<file path="config.mk">
export PLATFORM = sky130hd
export DESIGN_NAME = cabb_blend
export DESIGN_NICKNAME = d
export VERILOG_FILES = /design/src/rtl/core/clipped_alpha_blit_blend_macros.svh /design/src/rtl/core/cabb_pkg.sv /design/src/rtl/core/cabb_blend.sv
export SDC_FILE = /design/constraint.sdc
export NUM_CORES = 1
export LEC_CHECK = 0
export BUFFER_PORTS_ARGS = -buffer_cell sky130_fd_sc_hd__buf_2
export CELL_PAD_IN_SITES_DETAIL_PLACEMENT = 2
export CELL_PAD_IN_SITES_GLOBAL_PLACEMENT = 2
export CORE_MARGIN = 1
export CORE_UTILIZATION = 39
export DETAILED_ROUTE_END_ITERATION = 8
export PLACE_DENSITY = 0.85
export REMOVE_ABC_BUFFERS = 1
export SYNTH_ARGS = -nofsm -noshare
export SYNTH_HDL_FRONTEND = slang
export SYNTH_SLANG_ARGS = --single-unit
</file>
<file path="constraint.sdc">
create_clock -name vclk -period 12.4
set_input_delay 1.24 -clock vclk [all_inputs]
set_output_delay 1.24 -clock vclk [all_outputs]
set_load 0.03 [all_outputs]
</file>
<file path="src/rtl/core/clipped_alpha_blit_blend_macros.svh">
// ----------------------------------------------------------------------------
// Assertion macros for the alpha blit blender
// Clocked on i_clk, checks off while i_rst_n is low.
// ----------------------------------------------------------------------------
`ifndef CLIPPED_ALPHA_BLIT_BLEND_MACROS_SVH
`define CLIPPED_ALPHA_BLIT_BLEND_MACROS_SVH

// antecedent and consequent in the same cycle
`define CABB_ASSERT_SAME(label, ante, cons, msg) \
    label: assert property (@(posedge i_clk) disable iff (!i_rst_n) (ante) |-> (cons)) \
        else $error(msg);

// consequent in the cycle after the antecedent
`define CABB_ASSERT_NEXT(label, ante, cons, msg) \
    label: assert property (@(posedge i_clk) disable iff (!i_rst_n) (ante) |=> (cons)) \
        else $error(msg);

`endif

</file>
<file path="src/rtl/core/cabb_pkg.sv">
// ----------------------------------------------------------------------------
// cabb_pkg
// Shared types and constants of the alpha blit blender.
// ----------------------------------------------------------------------------
package cabb_pkg;

    typedef logic [23:0] t_rgb;
    typedef logic [2:0]  t_cfg_index;

    // configuration register indexes
    localparam t_cfg_index CFG_FRAME_WIDTH  = 3'd0;
    localparam t_cfg_index CFG_FRAME_HEIGHT = 3'd1;
    localparam t_cfg_index CFG_OFFSET_X     = 3'd2;
    localparam t_cfg_index CFG_OFFSET_Y     = 3'd3;
    localparam t_cfg_index CFG_IMAGE_WIDTH  = 3'd4;
    localparam t_cfg_index CFG_IMAGE_HEIGHT = 3'd5;

    localparam logic [7:0] ALPHA_CLEAR  = 8'h00;
    localparam logic [7:0] ALPHA_OPAQUE = 8'hFF;
    localparam int unsigned ALPHA_SHIFT = 7;
    localparam int unsigned BLEND_SHIFT = 8;

endpackage

</file>
<file path="src/rtl/core/cabb_blend.sv">
// ----------------------------------------------------------------------------
// cabb_blend
// Source-over blend of one ARGB word onto an RGB destination pixel.
// ----------------------------------------------------------------------------
module cabb_blend (
    input  logic [31:0]    i_pixel,
    input  cabb_pkg::t_rgb i_dst,
    output cabb_pkg::t_rgb o_colour
);
    import cabb_pkg::*;

    logic [7:0]         alpha;
    logic [8:0]         alpha_adj;
    logic signed [9:0]  alpha_s;
    logic [7:0]         src_ch [3];
    logic [7:0]         dst_ch [3];
    logic signed [8:0]  diff   [3];
    logic signed [18:0] prod   [3];
    t_rgb               mix;

    always_comb begin
        alpha     = i_pixel[31:24];
        // stretch 0..254 so that 128 and up reach one step further
        alpha_adj = {1'b0, alpha} + 9'(alpha >> ALPHA_SHIFT);
        alpha_s   = $signed({1'b0, alpha_adj});
        for (int c = 0; c < 3; c++) begin
            src_ch[c] = i_pixel[c*8 +: 8];
            dst_ch[c] = i_dst[c*8 +: 8];
            diff[c]   = $signed({1'b0, src_ch[c]}) - $signed({1'b0, dst_ch[c]});
            prod[c]   = alpha_s * diff[c];
            // low byte of d + (prod >>> 8)
            mix[c*8 +: 8] = dst_ch[c] + prod[c][BLEND_SHIFT +: 8];
        end
    end

    always_comb begin
        if (alpha == ALPHA_CLEAR) begin
            o_colour = i_dst;
        end else if (alpha == ALPHA_OPAQUE) begin
            o_colour = i_pixel[23:0];
        end else begin
            o_colour = mix;
        end
    end

endmodule

</file>
# [Yosys cells after proc, flatten, opt, wreduce, memory -nomap -nowiden]
# Index checks and enable logic that the tools add are counted.
[totals] latchBits=0 memories=0 register_bits=0 rom_bits=0 ramBits=0 input_bits=56
[op_classes] div=0 reduce_logical=1 shifts=0 mux=2 n_bitwise=0 mul=3 addsub=7 magnitude_cmp=0 n_eq_ne=1
[ops] operator="$mul A10 B9 Y16" n=3
[ops] operator="$mux W24" n=2
[ops] operator="$sub A8 B8 Y9" n=3
[ops] operator="$add A8 B8 Y8" n=3
[ops] operator="$add A8 B1 Y9" n=1
[ops] operator="$eq A8 B8 Y1 const B" n=1
[ops] operator="$logic_not A8 Y1" n=1

# [Logic depth before layout (Yosys ltp)]
# Gate-level depths: netlist of the first run.
[depth] depth_word=5 depth_mapped=34

# [Worst setup path before layout of the first run]
# No wires, ideal clock.
[synth_path] path_kind="input to output" start="in i_pixel[0]" end="out o_colour[7]" required_ns=11.160 arrival_ns=8.510 cell_stages=33 setup_slack_ns=2.650 path_cell_list="inv_1 -> ha_1 -> fa_1 -> nor2b_1 -> o21ai_1 -> a21oi_1 -> o22a_1 -> clkbuf_1 -> or2_2 -> fa_1 -> fa_1 -> inv_1 -> fa_1 -> fa_1 -> inv_1 -> fa_1 -> inv_1 -> ha_1 -> a21oi_1 -> o32ai_4 -> nor2_2 -> nor2b_1 -> nor2_1 -> xnor2_1 -> ha_1 -> nand3_1 -> o2111ai_1 -> o21ba_1 -> nor2_1 -> xnor2_1 -> xnor2_1 -> xnor3_1 -> o21ai_1"
[synth_via] elab_chain_len=5
[synth_lines] element="start, declared" line="cabb_blend.sv:6" source="input logic [31:0] i_pixel,"
[synth_lines] element="$sub A8 B8 Y9" line="cabb_blend.sv:29" source="diff[c] = $signed({1'b0, src_ch[c]}) - $signed({1'b0, dst_ch[c]});"
[synth_lines] element="$mul A10 B9 Y16" line="cabb_blend.sv:30" source="prod[c] = alpha_s * diff[c];"
[synth_lines] element="$add A8 B8 Y8" line="cabb_blend.sv:32" source="mix[c*8 +: 8] = dst_ch[c] + prod[c][BLEND_SHIFT +: 8];"
[synth_lines] element="$mux W24" line="cabb_blend.sv:39" source="end else if (alpha == ALPHA_OPAQUE) begin"
[synth_lines] element="$mux W24" line="cabb_blend.sv:37" source="if (alpha == ALPHA_CLEAR) begin"
[synth_lines] element="end, declared" line="cabb_blend.sv:8" source="output cabb_pkg::t_rgb o_colour"
# No other way between the ends.

# [Worst setup path after layout of the first run]
[layout_path] start="in i_dst[17]" end="out o_colour[23]"
[layout_via] elab_chain_len=5
[layout_lines] element="start, declared" line="cabb_blend.sv:7" source="input cabb_pkg::t_rgb i_dst,"
[layout_lines] element="$sub A8 B8 Y9" line="cabb_blend.sv:29"
[layout_lines] element="$mul A10 B9 Y16" line="cabb_blend.sv:30"
[layout_lines] element="$add A8 B8 Y8 *" line="cabb_blend.sv:32"
[layout_lines] element="$mux W24 *" line="cabb_blend.sv:39"
[layout_lines] element="$mux W24 *" line="cabb_blend.sv:37"
# Every way passes the cells marked *; elsewhere a longest branch is shown, timed or not.

==> impl_metrics.toml, run 1 <==
[floorplanning]
die_x_um = 156
die-area_um2 = 24400
die_y_um = 156
core_um2 = 23400
initial_utilization = 0.397
row_count = 56
io_pins = 80

[timing]
worst_pin_slew_ns = 1.06
rsz0062_at_grt = "no"
timing.fmax_ghz = 0.0888
fin_tns_setup_ns = 0
timing_hold_violations_final = 0
slew_headroom = 0.293
period_share = 0.908
worst_hold_slack_ns = 2.87
setup_slack_ns = 1.14
finalMaxSlewViolations = 0
setup_violations = 0
layout_min_cycle_time_ns = 11.26

[route]
wl_per_cell_um = 21.4
vias_per_cell = 5.42
drtIter0Drc = 235
dr.pass1.iters = 4
postRouteAntennaNets = 0
route.detailed.drc = 0
vias = 8253
wl_um = 32600

[logic_synthesis]
avgSynthCellArea_um2 = 8.15
synthesis.area_um2 = 9280
yosys-top-cells-area = "fa_1 33%, ha_1 21%, nor2_1 7.6%"
synthCells = 1138
synth_top_area_frac = 0.330
yosysSeqAreaShare = 0
yosysTopAreaCell = "fa_1"
ys_warn_count = 0
ys_types = 53

[setup_path]
critPathMostFrequentCell = "fa_1"
cp-start-kind = "input pin"
worstPathMaxFanout = 8
crit_type = "input pin to primary output"
critical_path_required_ns = 11.16
worst_ep_arrival_time_ns = 10.02
end_kind = "primary output"
critical_path.max_stage_delay_ns = 0.73
slowest_stage = "a311oi_1"

[cells_and_area]
nClkBuffers = 0
seq_area_um2 = 0
fillers = 2731
syn2layout_area_growth_pct = 8.78
multi_input_area_um2 = 8510
fin_util = 0.431
nNetsFinal = 1571
final_common_cell = "nor2_1"
mostFrequentLayoutCells = "188 x nor2_1, 176 x inv_1, 156 x ha_1, 153 x fa_1, 80 x buf_2"
layout-drive-gt1-share = 0.0939
diodes = 0
seq_cells = 0

[grt]
globalRouteOverflowTotal = 0
grt_max_degree = 27
grt_pass1_vias = 9823
antenna_found_initial = 0
grt_pass1_wl_um = 52600
grt_util_all_layers = 0.279

[placed_design]
place.port_buffers = 80
globalplace.congestion = 0.808
dp_hpwl_um = 28000
post-place-ws_ns = 1.23

[clocking]
cts_setup_buffers = 0
postCtsHoldBufs = 0
cts_resized = 0

[job]
maxCapViolCount = 0

[status]
status = "finished, final reports clean"

[hold_path]
hp-class = "input pin to primary output"
[cells in the mapped netlist (all sizes together) (12+ instances only)]
master  instances
nand3          12
nand2          76
clkbuf         28
nand2b         60
xor2           21
ha            156
inv           176
xnor2          61
a21oi          41
nor2          190
fa            153
o21ai          40
or2            14
[area by class of cell]
type / count / share of cell area
tap: 319 / 0.0395
multi-input combinational: 931 / 0.843
inverter: 176 / 0.0654
timing repair buffer: 97 / 0.0523
[stage by stage]
stage / cells / area (um2)
after floorplan: 1107 / 9160
after global placement: 1523 / 10100
after detailed placement: 1523 / 10100
after CTS: 1523 / 10100
after global routing: 1523 / 10100
final: 1523 / 10100
[cells by family (layout without fill, tap and decap cells)]
kind of cell,count (synthesis),in the layout,share of synthesized area
AO/OA/AOI/OAI,139,139,0.0956
XOR/XNOR,84,84,0.0824
adder cells (fa/ha/maj),309,309,0.540
buffers and inverters,207,273,0.0841
multiplexers,1,1,0.00108
AND/OR/NAND/NOR,398,398,0.196
[worst paths after layout]
| kind | from | slack (ns) | cells past startpoint | end |
|---|---|---|---|---|
| max | i_dst[17] | 1.14 | 33 | o_colour[23] |
| min | i_pixel[8] | 2.87 | 4 | o_colour[8] |
[worst max-delay path: cells and delay by family]
kind | cells | cell delay, ns
and+or+nand+nor | 7 | 1.06
adders and majority gates | 8 | 3.37
xor gates and xnor gates | 4 | 1.48
buffers and inverters | 6 | 0.59
AOI/OAI and AO/OA | 8 | 2.26
[layer usage]
layer  vias up  wire length [um]  GRT usage  part of all wire
li1       3751                 -          -                 -
met1      4244             13000      0.322              0.40
met2       185             17600      0.537              0.54
met3        73               962     0.0197             0.029
met4         0              1100     0.0952             0.034
met5         -                 0          0                 0
Power of run 1 is not shown: default switching activity piles up to over one toggle a cycle in this logic, so the estimate is an artifact.
==> run 2, diff against run 1 <==
--- a/config.mk
+++ b/config.mk
@@ -6,12 +6,10 @@
 export NUM_CORES = 1
 export LEC_CHECK = 0
 export BUFFER_PORTS_ARGS = -buffer_cell sky130_fd_sc_hd__buf_2
-export CELL_PAD_IN_SITES_DETAIL_PLACEMENT = 2
-export CELL_PAD_IN_SITES_GLOBAL_PLACEMENT = 2
 export CORE_MARGIN = 1
-export CORE_UTILIZATION = 39
+export CORE_UTILIZATION = 60
 export DETAILED_ROUTE_END_ITERATION = 8
-export PLACE_DENSITY = 0.85
+export PLACE_DENSITY = 0.8
 export REMOVE_ABC_BUFFERS = 1
 export SYNTH_ARGS = -nofsm -noshare
 export SYNTH_HDL_FRONTEND = slang
==> impl_metrics.toml, run 2 (synthesized netlist as in run 1, its figures left out) <==
[status]
status = "finished, final reports clean"

[setup_path]
critical_path_required_ns = 11.16
critical_path.max_stage_delay_ns = 0.80
worst_ep_arrival_time_ns = 9.31
worstPathMaxFanout = 11
end_kind = "primary output"
cp-start-kind = "input pin"
critPathMostFrequentCell = "fa_1"
crit_type = "input pin to primary output"
slowest_stage = "xor2_1"

[timing]
timing.fmax_ghz = 0.0948
finalMaxSlewViolations = 0
timing_hold_violations_final = 0
rsz0062_at_grt = "no"
setup_violations = 0
fin_tns_setup_ns = 0
worst_pin_slew_ns = 1.16
period_share = 0.850
layout_min_cycle_time_ns = 10.55
slew_headroom = 0.222

[cells_and_area]
layout-drive-gt1-share = 0.0894
fillers = 1263
mostFrequentLayoutCells = "188 x nor2_1, 176 x inv_1, 156 x ha_1, 153 x fa_1, 80 x buf_2"
seq_cells = 0
syn2layout_area_growth_pct = 6.53
stdcell_area_um2 = 9890
final_common_cell = "nor2_1"
multi_input_area_um2 = 8510
nClkBuffers = 0
nNetsFinal = 1564
fin_cells = 1385
seq_area_um2 = 0
diodes = 0

[floorplanning]
row_count = 45
initial_utilization = 0.613
core_um2 = 15100
die_x_um = 126
die-area_um2 = 16000
io_pins = 80
die_y_um = 126

[grt]
antenna_found_initial = 0
grt_max_degree = 27
globalRouteOverflowTotal = 0
grt_util_all_layers = 0.291
grt_pass1_vias = 7971
grt_pass1_wl_um = 37400

[route]
wl_per_cell_um = 15.9
vias = 7912
drtIter0Drc = 449
vias_per_cell = 5.71
postRouteAntennaNets = 0
dr.pass1.iters = 5
wl_um = 22000
route.detailed.drc = 0

[placed_design]
place.port_buffers = 80
globalplace.congestion = 0.873
postPlaceCellArea_um2 = 9890
place_inst = 1385
dp_hpwl_um = 18100

[clocking]
postCtsHoldBufs = 0
cts_setup_buffers = 0
cts_resized = 0

[job]
maxCapViolCount = 0

[hold_path]
hp-class = "input pin to primary output"
[run 2: cell type report]
| class | instances | share of cell area |
|---|---|---|
| multi-input cells | 931 | 0.861 |
| repair buffers | 90 | 0.0481 |
| inverters | 176 | 0.0668 |
| well taps | 188 | 0.0238 |
[run 2: layer usage]
layer	global-route usage	wire length, um	up-vias
li1	-	-	3733
met1	0.386	9380	3865
met2	0.515	10800	267
met3	0.0186	1200	47
met4	0.0822	628	0
met5	0	0	-
[run 2: path summary, 6_finish.rpt]
check	start	endpoint	slack, ns	depth (start not counted)
max	i_pixel[31]	o_colour[7]	1.85	32
min	i_dst[10]	o_colour[10]	2.87	4
[run 2: critical path, delay by kind of cell]
family	cells	cell delay (ns)
AOI/OAI and AO/OA	5	0.99
xor gates and xnor gates	5	1.61
adders and majority gates	9	3.75
buffers and inverters	5	0.51
and+or+nand+nor	8	1.17
[run 2: stage by stage]
| step | setup WS, ns | hold WS [ns] | utilization |
|---|---|---|---|
| 2_1_floorplan | 2.71 | 2.69 | - |
| 3_3_place_gp | 2.11 | 2.86 | 0.653 |
| 3_5_place_dp | 1.93 | 2.87 | 0.653 |
| 4_1_cts | 1.91 | 2.87 | 0.653 |
| 5_1_grt | 1.29 | 2.89 | 0.653 |
| 6_report | 1.85 | 2.87 | 0.653 |
Power of run 2 is left out for the same reason.
